[src/smpq_pkg.sv]
// Shared constants, codes and types of the sorted minimum priority queue.
package smpq_pkg;

    localparam int CAPACITY = 16;
    localparam int CNT_W    = $clog2(CAPACITY + 1);
    localparam int VAL_W    = 32;
    localparam int OCC_W    = 5;

    typedef logic [1:0]              op_t;
    typedef logic [1:0]              stat_t;
    typedef logic signed [VAL_W-1:0] val_t;
    typedef logic [OCC_W-1:0]        occ_t;
    typedef logic [CNT_W-1:0]        cnt_t;

    localparam op_t OP_ENQUEUE = 2'd0;
    localparam op_t OP_DEQUEUE = 2'd1;
    localparam op_t OP_PEEK    = 2'd2;

    localparam stat_t ST_OK    = 2'd0;
    localparam stat_t ST_EMPTY = 2'd1;
    localparam stat_t ST_FULL  = 2'd2;

    localparam val_t EMPTY_VALUE = -32'sd1;
    localparam val_t NULL_VALUE  = 32'sd0;

    typedef enum logic [0:0] {
        S_IDLE,
        S_EXEC
    } state_t;

    // Commands from the controller to the datapath
    typedef struct packed {
        logic capture;
        logic execute;
    } cmd_t;

endpackage

[src/smpq_req_if.sv]
// Request channel: operation and value words with valid/ready handshake.
interface smpq_req_if;
    import smpq_pkg::*;

    logic  valid;
    logic  ready;
    op_t   operation;
    val_t  value;

    modport source (output valid, output operation, output value, input ready);
    modport sink   (input valid, input operation, input value, output ready);
endinterface

[src/smpq_rsp_if.sv]
// Response channel: result value, status and occupancy with valid/ready handshake.
interface smpq_rsp_if;
    import smpq_pkg::*;

    logic  valid;
    logic  ready;
    val_t  result_value;
    stat_t status;
    occ_t  occupancy;

    modport source (output valid, output result_value, output status, output occupancy,
                    input ready);
    modport sink   (input valid, input result_value, input status, input occupancy,
                    output ready);
endinterface

[src/sorted_min_priority_queue.sv]
// Top level of the sorted minimum-first priority queue.
// Holds up to CAPACITY (16) signed 32-bit values in ascending order.
// Request channel req carries an operation (enqueue, dequeue, peek) and a
// value; every request word yields exactly one response word on rsp with
// result_value, status (ok, empty, full) and the occupancy after the step.
// Equal values leave in arrival order. A dequeue or peek on an empty queue
// returns -1 with status empty; an enqueue into a full queue is dropped.
// A request word is captured into the operation and value registers in the
// idle state; the execute state runs the whole insert or shift of the
// list at once, all cells comparing in parallel, and loads the result into
// the output register. No new word is taken until that execution is done.
// The response sits in an output register, so the next request is accepted
// while the previous response waits; if the receiver stalls, execution of
// that next request waits until the pending response is taken.
// Reset clears the entry count and all handshake state; list contents are
// not cleared and are never read before they are written.
module sorted_min_priority_queue (
    input logic        clk,
    input logic        rst_n,
    smpq_req_if.sink   req,
    smpq_rsp_if.source rsp
);
    import smpq_pkg::*;

    cmd_t cmd;

    smpq_ctrl u_ctrl (
        .clk       (clk),
        .rst_n     (rst_n),
        .req_valid (req.valid),
        .req_ready (req.ready),
        .rsp_valid (rsp.valid),
        .rsp_ready (rsp.ready),
        .cmd       (cmd)
    );

    smpq_datapath u_datapath (
        .clk          (clk),
        .rst_n        (rst_n),
        .cmd          (cmd),
        .in_operation (req.operation),
        .in_value     (req.value),
        .result_value (rsp.result_value),
        .status       (rsp.status),
        .occupancy    (rsp.occupancy)
    );

endmodule

[src/smpq_datapath.sv]
// Datapath: sorted shift-register list, entry count and the result register.
module smpq_datapath (
    input  logic              clk,
    input  logic              rst_n,
    input  smpq_pkg::cmd_t    cmd,
    input  smpq_pkg::op_t     in_operation,
    input  smpq_pkg::val_t    in_value,
    output smpq_pkg::val_t    result_value,
    output smpq_pkg::stat_t   status,
    output smpq_pkg::occ_t    occupancy
);
    import smpq_pkg::*;

    op_t   op_reg;
    val_t  val_reg;
    val_t  entry_reg [CAPACITY];
    val_t  entry_next [CAPACITY];
    cnt_t  count_reg;
    cnt_t  count_next;
    val_t  result_reg;
    val_t  result_next;
    stat_t status_reg;
    stat_t status_next;
    occ_t  occ_reg;
    logic  [CAPACITY-1:0] le;
    logic  full;
    logic  empty;

    assign full  = (count_reg == cnt_t'(CAPACITY));
    assign empty = (count_reg == '0);

    // Cell i holds a live value not greater than the incoming one
    always_comb
    begin
        for (int i = 0; i < CAPACITY; i++)
        begin
            le[i] = (cnt_t'(i) < count_reg) && (entry_reg[i] <= val_reg);
        end
    end

    always_comb
    begin
        for (int i = 0; i < CAPACITY; i++)
        begin
            entry_next[i] = entry_reg[i];
        end
        count_next  = count_reg;
        result_next = NULL_VALUE;
        status_next = ST_OK;
        case (op_reg) inside
            OP_ENQUEUE:
            begin
                if (full)
                begin
                    status_next = ST_FULL;
                end
                else
                begin
                    // keep the prefix, drop the new word at the boundary, shift the rest up
                    entry_next[0] = le[0] ? entry_reg[0] : val_reg;
                    for (int i = 1; i < CAPACITY; i++)
                    begin
                        if (le[i])
                        begin
                            entry_next[i] = entry_reg[i];
                        end
                        else if (le[i-1])
                        begin
                            entry_next[i] = val_reg;
                        end
                        else
                        begin
                            entry_next[i] = entry_reg[i-1];
                        end
                    end
                    count_next = count_reg + cnt_t'(1);
                end
            end
            OP_DEQUEUE, OP_PEEK:
            begin
                if (empty)
                begin
                    result_next = EMPTY_VALUE;
                    status_next = ST_EMPTY;
                end
                else
                begin
                    result_next = entry_reg[0];
                    if (op_reg == OP_DEQUEUE)
                    begin
                        // advance every cell but the last toward the head
                        for (int i = 0; i < CAPACITY - 1; i++)
                        begin
                            entry_next[i] = entry_reg[i+1];
                        end
                        count_next = count_reg - cnt_t'(1);
                    end
                end
            end
            default:
            begin
                status_next = ST_OK;
            end
        endcase
    end

    always_ff @(posedge clk)
    begin
        if (cmd.capture)
        begin
            op_reg  <= in_operation;
            val_reg <= in_value;
        end
        if (cmd.execute)
        begin
            for (int i = 0; i < CAPACITY; i++)
            begin
                entry_reg[i] <= entry_next[i];
            end
            result_reg <= result_next;
            status_reg <= status_next;
            occ_reg    <= occ_t'(count_next);
        end
    end

    always_ff @(posedge clk or negedge rst_n)
    begin
        if (!rst_n)
        begin
            count_reg <= '0;
        end
        else if (cmd.execute)
        begin
            count_reg <= count_next;
        end
    end

    assign result_value = result_reg;
    assign status       = status_reg;
    assign occupancy    = occ_reg;

    a_count_bound: assert property (@(posedge clk) disable iff (!rst_n)
        count_reg <= cnt_t'(CAPACITY))
        else $error("entry count beyond capacity");

    a_full_holds: assert property (@(posedge clk) disable iff (!rst_n)
        (cmd.execute && op_reg == OP_ENQUEUE && full) |=> $stable(count_reg))
        else $error("dropped enqueue changed the count");

    a_deq_count: assert property (@(posedge clk) disable iff (!rst_n)
        (cmd.execute && op_reg == OP_DEQUEUE && !empty) |=>
        (count_reg == $past(count_reg) - cnt_t'(1)))
        else $error("dequeue did not remove one entry");

endmodule

[src/smpq_ctrl.sv]
// Controller: accepts a request, runs it once the response register is free.
module smpq_ctrl (
    input  logic           clk,
    input  logic           rst_n,
    input  logic           req_valid,
    output logic           req_ready,
    output logic           rsp_valid,
    input  logic           rsp_ready,
    output smpq_pkg::cmd_t cmd
);
    import smpq_pkg::*;

    state_t state_reg;
    state_t state_next;
    logic   out_valid_reg;
    logic   out_valid_next;
    logic   slot_free;

    assign slot_free = !out_valid_reg || rsp_ready;

    always_comb
    begin
        state_next = state_reg;
        unique case (state_reg)
            S_IDLE:
            begin
                if (req_valid)
                begin
                    state_next = S_EXEC;
                end
            end
            S_EXEC:
            begin
                if (slot_free)
                begin
                    state_next = S_IDLE;
                end
            end
            default:
            begin
                state_next = S_IDLE;
            end
        endcase
    end

    always_comb
    begin
        req_ready   = 1'b0;
        cmd.capture = 1'b0;
        cmd.execute = 1'b0;
        unique case (state_reg)
            S_IDLE:
            begin
                req_ready   = 1'b1;
                cmd.capture = req_valid;
            end
            S_EXEC:
            begin
                cmd.execute = slot_free;
            end
            default:
            begin
                req_ready = 1'b0;
            end
        endcase
    end

    // hold the response word until taken, reload on execute
    always_comb
    begin
        if (cmd.execute)
        begin
            out_valid_next = 1'b1;
        end
        else if (rsp_ready)
        begin
            out_valid_next = 1'b0;
        end
        else
        begin
            out_valid_next = out_valid_reg;
        end
    end

    always_ff @(posedge clk or negedge rst_n)
    begin
        if (!rst_n)
        begin
            state_reg     <= S_IDLE;
            out_valid_reg <= 1'b0;
        end
        else
        begin
            state_reg     <= state_next;
            out_valid_reg <= out_valid_next;
        end
    end

    assign rsp_valid = out_valid_reg;

    a_no_overlap: assert property (@(posedge clk) disable iff (!rst_n)
        !(cmd.capture && cmd.execute))
        else $error("capture and execute in the same cycle");

    a_exec_shows: assert property (@(posedge clk) disable iff (!rst_n)
        cmd.execute |=> rsp_valid)
        else $error("executed word not presented");

    a_no_overwrite: assert property (@(posedge clk) disable iff (!rst_n)
        (rsp_valid && !rsp_ready) |-> !cmd.execute)
        else $error("pending response overwritten");

endmodule
[src/flat_wrapper.sv]
// flat-port wrapper written by rule: the top's interface ports become plain ports
module sorted_min_priority_queue_flat import smpq_pkg::*;
  (clk, rst_n, req_valid, req_operation, req_value, req_ready, rsp_valid, rsp_result_value, rsp_status, rsp_occupancy, rsp_ready);
  smpq_req_if req_i ();
  smpq_rsp_if rsp_i ();
  input logic clk;
  input logic rst_n;
  input wire logic [$bits(req_i.valid)-1:0] req_valid;
  input wire logic [$bits(req_i.operation)-1:0] req_operation;
  input wire logic [$bits(req_i.value)-1:0] req_value;
  output wire logic [$bits(req_i.ready)-1:0] req_ready;
  output wire logic [$bits(rsp_i.valid)-1:0] rsp_valid;
  output wire logic [$bits(rsp_i.result_value)-1:0] rsp_result_value;
  output wire logic [$bits(rsp_i.status)-1:0] rsp_status;
  output wire logic [$bits(rsp_i.occupancy)-1:0] rsp_occupancy;
  input wire logic [$bits(rsp_i.ready)-1:0] rsp_ready;
  assign req_i.valid = req_valid;
  assign req_i.operation = req_operation;
  assign req_i.value = req_value;
  assign req_ready = req_i.ready;
  assign rsp_valid = rsp_i.valid;
  assign rsp_result_value = rsp_i.result_value;
  assign rsp_status = rsp_i.status;
  assign rsp_occupancy = rsp_i.occupancy;
  assign rsp_i.ready = rsp_ready;
  sorted_min_priority_queue u_core (.clk(clk), .rst_n(rst_n), .req(req_i), .rsp(rsp_i));
endmodule
[config.mk]
export PLATFORM = sky130hd
export DESIGN_NAME = sorted_min_priority_queue_flat
export DESIGN_NICKNAME = d
export VERILOG_FILES = /design/src/smpq_pkg.sv /design/src/smpq_req_if.sv /design/src/smpq_rsp_if.sv /design/src/sorted_min_priority_queue.sv /design/src/smpq_datapath.sv /design/src/smpq_ctrl.sv /design/src/flat_wrapper.sv
export SDC_FILE = /design/constraint.sdc
export NUM_CORES = 2
export LEC_CHECK = 0
export ABC_AREA = 1
export BUFFER_PORTS_ARGS = -buffer_cell sky130_fd_sc_hd__buf_4
export CAP_MARGIN = 10
export CORE_MARGIN = 1
export CORE_UTILIZATION = 56
export DETAILED_ROUTE_END_ITERATION = 8
export PLACE_DENSITY = 0.72
export SLEW_MARGIN = 30
export SYNTH_ARGS = -nofsm -noshare
export SYNTH_HDL_FRONTEND = slang
export SYNTH_SLANG_ARGS = --single-unit
[constraint.sdc]
create_clock -name clk -period 6.8 [get_ports clk]
set_input_delay 1.02 -clock clk [delete_from_list [all_inputs] [get_ports clk]]
set_output_delay 1.02 -clock clk [all_outputs]
set_load 0.005 [all_outputs]
* Word-level counts from Yosys, hierarchy flattened
Memories as Yosys holds them, arrays and structs flattened.
Index checks and enable logic that the tools add are counted.
** Cells by class
- $add $sub $neg :: 2
- $lt $le $gt $ge :: 32
- Equal/unequal tests :: 3
- Mux-type cells :: 57
- Bitwise logic cells :: 2
- Reductions and logical operators :: 23
** Operator list (count)
- 480-bit 2-to-1 mux :: 4
- 32-bit 2-to-1 mux :: 33
- 32-bit less-or-equal comparator :: 16
- 512-bit 2-to-1 mux :: 1
- 4-bit by 5-bit less-than comparator with 1-bit output, first input constant :: 8
- 5-bit 2-to-1 mux :: 5
- 3-bit by 5-bit less-than comparator with 1-bit output, first input constant :: 4
- 1-bit logical AND :: 16
- 1-bit 2-to-1 mux :: 11
- 1-bit by 5-bit less-than comparator with 1-bit output, first input constant :: 2
- 2-bit by 5-bit less-than comparator with 1-bit output, first input constant :: 2
- 5-bit by 1-bit adder with 5-bit output, second input constant :: 1
- 5-bit == test, second input constant :: 1
- 5-bit zero test :: 1
- 5-bit by 1-bit subtractor with 5-bit output, second input constant :: 1
- 2-bit 2-to-1 mux :: 2
- 2-bit OR reduction :: 2
- 2-bit by 1-bit == test with 1-bit output, second input constant :: 1
- 2-bit == test, second input constant :: 1
- 2-bit zero test :: 1
- 1-bit inverter :: 2
- 1-bit one-hot mux with 2 select lines :: 1
- 2-bit nonzero test :: 1
- 1-bit zero test :: 1
- 1-bit logical OR :: 1
** Storage, ports and cells
- Bits in registers :: 80
- RAM bits :: 512
- Bits of input ports :: 38
- Output and inout port bits :: 41
- Memories kept :: 1
** Memories
- u_core.u_datapath.entry_reg :: words 16, width 32, read ports 16, clocked after memory_dff 0, write ports 16, RTL line smpq_datapath.sv:16 : val_t entry_reg [CAPACITY];

* Logic depth before layout (Yosys ltp)
An unclocked memory read counts as a cell.
- Depth after elaboration :: 7
- Gate-level depth with buffers :: 20
- Gate-level depth less buffers :: 19

* Hierarchy
From an unflattened synthesis, not the netlist that was laid out.
** Second synthesis, totals
- Cell total of the unflattened synthesis :: 5681
- Area, all modules :: 44139.8 sq um
** Modules (own cells, without submodules)
- smpq_datapath :: instances 1, cells each 5669, area an instance 44039.7 sq um, seq. area each 17692.0 sq um
- smpq_ctrl :: instances 1, cells each 12, area an instance 100.1 sq um, seq. area each 50.0 sq um

* Worst setup path before layout
Ideal clock, no wire load.
- Kind :: flip-flop to flip-flop
- Start point :: reg, netlist name u_core.u_datapath.val_reg[19]
- End point :: mem u_core.u_datapath.entry_reg[1][64] (netlist bit), enable pin
- Library setup time :: 0.432 ns
- Data arrival time :: 4.114 ns
- Data required time :: 6.368 ns
- Setup slack :: 2.254 ns
- Cell stages (with the launch flop) :: 15
- Buffers on the path :: 2
- Period minus slack after synthesis :: 4.546 ns
- Path through :: edfxtp_1 clkinv_1 clkbuf_1 ha_1 a21o_1 o21ai_0 nand2_1 a21oi_1 nand2_1 nand2_1 nand3_4 nand2_4 buf_6 nand2_1 a21oi_1
** RTL lines (RTL line)
- end: declaration :: smpq_datapath.sv:16

==> impl_metrics.tcl <==
set metrics [dict create \
    worstPathCellList "clkinv_1 > buf_4 > ha_1 > a21oi_1 > o21ai_0 > nand2_1 > nand2_1 > a21oi_1 > nand2_1 > nand2_1 > nand3_2 > nand2_2 > nand2_1 > a21oi_4 > buf_16" \
    finalWorstSetupSlack_ps 1803 \
    globalplace.congestion 0.9412 \
    ios 79 \
    cpMostUsedCell "nand2_1" \
    ant_nets 0 \
    fin_util_pct 61.94 \
    yosys_warnings 0 \
    maxCapViolations 0 \
    avgSynthCellArea_um2 7.785 \
    synth_seq_cells 592 \
    min_period_ps 4997 \
    crit_arrival_ps 5350 \
    numCtsBuffers 70 \
    relSlewSlack_pct 33.27 \
    antennaDiodeCount 0 \
    peakVddDrop_mv 0.2910 \
    crit_fanout 33 \
    cts.sinks 592 \
    cts_setup_buffers 0 \
    drive_gt1_share_pct 6.270 \
    max_freq_ghz 0.2001 \
    antenna_found_initial 0 \
    largest_reg_flops 512 \
    crit_required_ps 7150 \
    cpPeakStageDelay_ps 700 \
    rsz0062_at_grt "no" \
    reg2reg_slack_ps 1800 \
    nFillCells 6857 \
    finalCritPeriodShare_pct 73.49 \
    grt_remaining_overflow 0 \
    first_global_vias 38580 \
    areaGrowthSynthToFinish_pct 9.121 \
    hpwlAfterDp_um 100800 \
    syn-instance-count 5667 \
    clk_path_buf_depth 3 \
    routed_via_density 6.006 \
    syn_area_mm2 0.04412 \
    setup_viol 0 \
    drt-initial-drc-count 4301 \
    place_worst_setup_slack_ps 1883 \
    fin_total_pwr_mw 16.52 \
    cp-start-kind "flip-flop" \
    cts_tree "done" \
    outcome "complete, no violations" \
    first_pass_iters 8 \
    syn-num-nets 6222 \
    whs_ps 192.8 \
    hold_path.class "in2async" \
    ys_types 44 \
    drc 0 \
    yosysSeqAreaShare_pct 40.22 \
    grt_usage_pct 35.20 \
    num_rows 102 \
    drt-total-wl_um 141200 \
    dieWidth_um 282.7 \
    core_mm2 0.07772 \
    hold_viol_final 0 \
    die-height_um 282.7 \
    drv_slew 0 \
    final.setup.tns_ps 0 \
    insertion_delay_ps 640 \
    holdBufCountCts 0 \
    cts_resized 0 \
    critPathSlowestCell "clkinv_1" \
    portBuffers 78 \
    vias 40450 \
    ctsRootBufferMaster "clkbuf_16" \
    critPathKind "reg2reg" \
    dieArea_mm2 0.07991 \
    layout.nets 6197 \
    grt_max_degree 230 \
    floorplan.initialDensity_pct 56.76 \
    endpoint_kind "flip-flop" \
    skew_ps 29.51 \
    wl_per_cell_um 20.97 \
    power.density_mw_per_mm2 343.2 \
    power_leakage_nw 23.65 \
    htree_levels 3 \
    grt_pass1_wl_um 216300 \
    tightest_slew_ps 999.8 \
    clk_pin_slew_ps 70 \
]
final cells by class:
class / instances / area [µm²] / share of cell area [%]
Multi-Input combinational cell: 4140 / 22650 / 47.06
Tap cell: 1040 / 1301 / 2.703
Sequential cell: 592 / 17740 / 36.85
Clock buffer: 93 / 1923 / 3.995
Clock inverter: 31 / 317.8 / 0.6602
Timing Repair Buffer: 189 / 1752 / 3.639
Inverter: 649 / 2451 / 5.091
kinds of logic after synthesis:
group / count (synthesis) / share of synthesized area [%]
compound gates: 445 / 5.530
xor+xnor: 5 / 0.09926
fa+ha+maj: 517 / 14.66
buf+inv: 935 / 8.829
flops: 592 / 40.22
simple gates: 3173 / 30.66
per-layer routing:
layer,global-route usage [%],wire length (µm),vias up
li1,-,-,18820
met1,43.57,54000,18970
met2,58.35,66180,2092
met4,20.46,8940,0
met3,5.410,12120,564
met5,0,0,-
worst paths after layout:
| kind | cells past startpoint | endpoint | start |
|---|---|---|---|
| setup / recovery | 15 | u_core.u_datapath.entry_reg[0][51] | u_core.u_datapath.val_reg[27] |
| hold / removal | 1 | u_core.u_datapath.count_reg[4] | rst_n |
| setup reg to reg | 15 | u_core.u_datapath.entry_reg[0][51] | u_core.u_datapath.val_reg[27] |
| hold reg to reg | 2 | u_core.u_ctrl.rsp_valid | u_core.u_ctrl.rsp_valid |
| max in group asynchronous | 1 | u_core.u_datapath.count_reg[0] | rst_n |
| min in group clk | 2 | u_core.u_ctrl.rsp_valid | u_core.u_ctrl.rsp_valid |
cells in the mapped netlist (all sizes together):
cell,number,area [µm²]
a21boi,1,7.510
o21ai,119,606.8
clkbuf,138,519.2
a21o,22,165.2
buf,148,939.7
nor2,155,604.3
o21a,28,210.2
nand4,41,256.5
nor3b,3,37.54
xnor2,1,8.760
nor4,4,50.05
o221ai,1,8.760
or2,1,6.260
ha,517,6469
inv,617,2316
nand3b,1,7.510
edfxtp,585,17570
dfrtp,7,175.2
o21bai,3,22.52
and3,2,12.51
o22ai,33,206.5
xor2,4,35.03
a31oi,1,21.27
o211ai,1,7.510
a21oi,235,1176
nor3,6,40.04
nand3,961,4925
o31ai,1,7.510
nand2,1999,7589
clkinv,32,120.1
through the flow:
| stage | cells | cell area (µm²) |
|---|---|---|
| floorplan | 5667 | 44120 |
| global placement | 6594 | 45510 |
| detailed placement | 6607 | 45840 |
| CTS | 6731 | 48080 |
| global route | 6734 | 48140 |
| finish | 6734 | 48140 |
cells in the final DEF, fill, tap and decap left out, drive strengths merged:
cell type  synthesis  layout
nor3               6       6
edfxtp           585     585
xnor2              1       1
nor2             155     155
o22ai             33      33
or2                1       1
o21ai            119     119
nand3b             1       1
a21boi             1       1
clkinvlp           0       3
o211ai             1       1
and3               2       2
buf              148     189
inv              617     619
nor3b              3       3
clkbuf           138      93
o21bai             3       3
o31ai              1       1
ha               517     517
bufinv             0       6
a31oi              1       1
nor4               4       4
o21a              28      28
a21o              22      22
o221ai             1       1
nand4             41      41
a21oi            235     235
xor2               4       4
dfrtp              7       7
nand2           1999    1999
clkinv            32      52
nand3            961     961
power by group:
group          switching (mW)  internal, mW  total [mW]
clock network            1.60          2.22        3.82
registers               0.503          5.01        5.52
logic                    5.02          2.16        7.18
critical path: cells and delay by family (launching register included):
family | cells | cell delay [ps]
AO/OA/AOI/OAI | 4 | 1020
adder cells (fa/ha/maj) | 1 | 320
flip-flops | 1 | 330
AND/OR/NAND/NOR | 7 | 1650
buffers and inverters | 3 | 1400
Note: power is estimated with default switching activity, not from simulation.
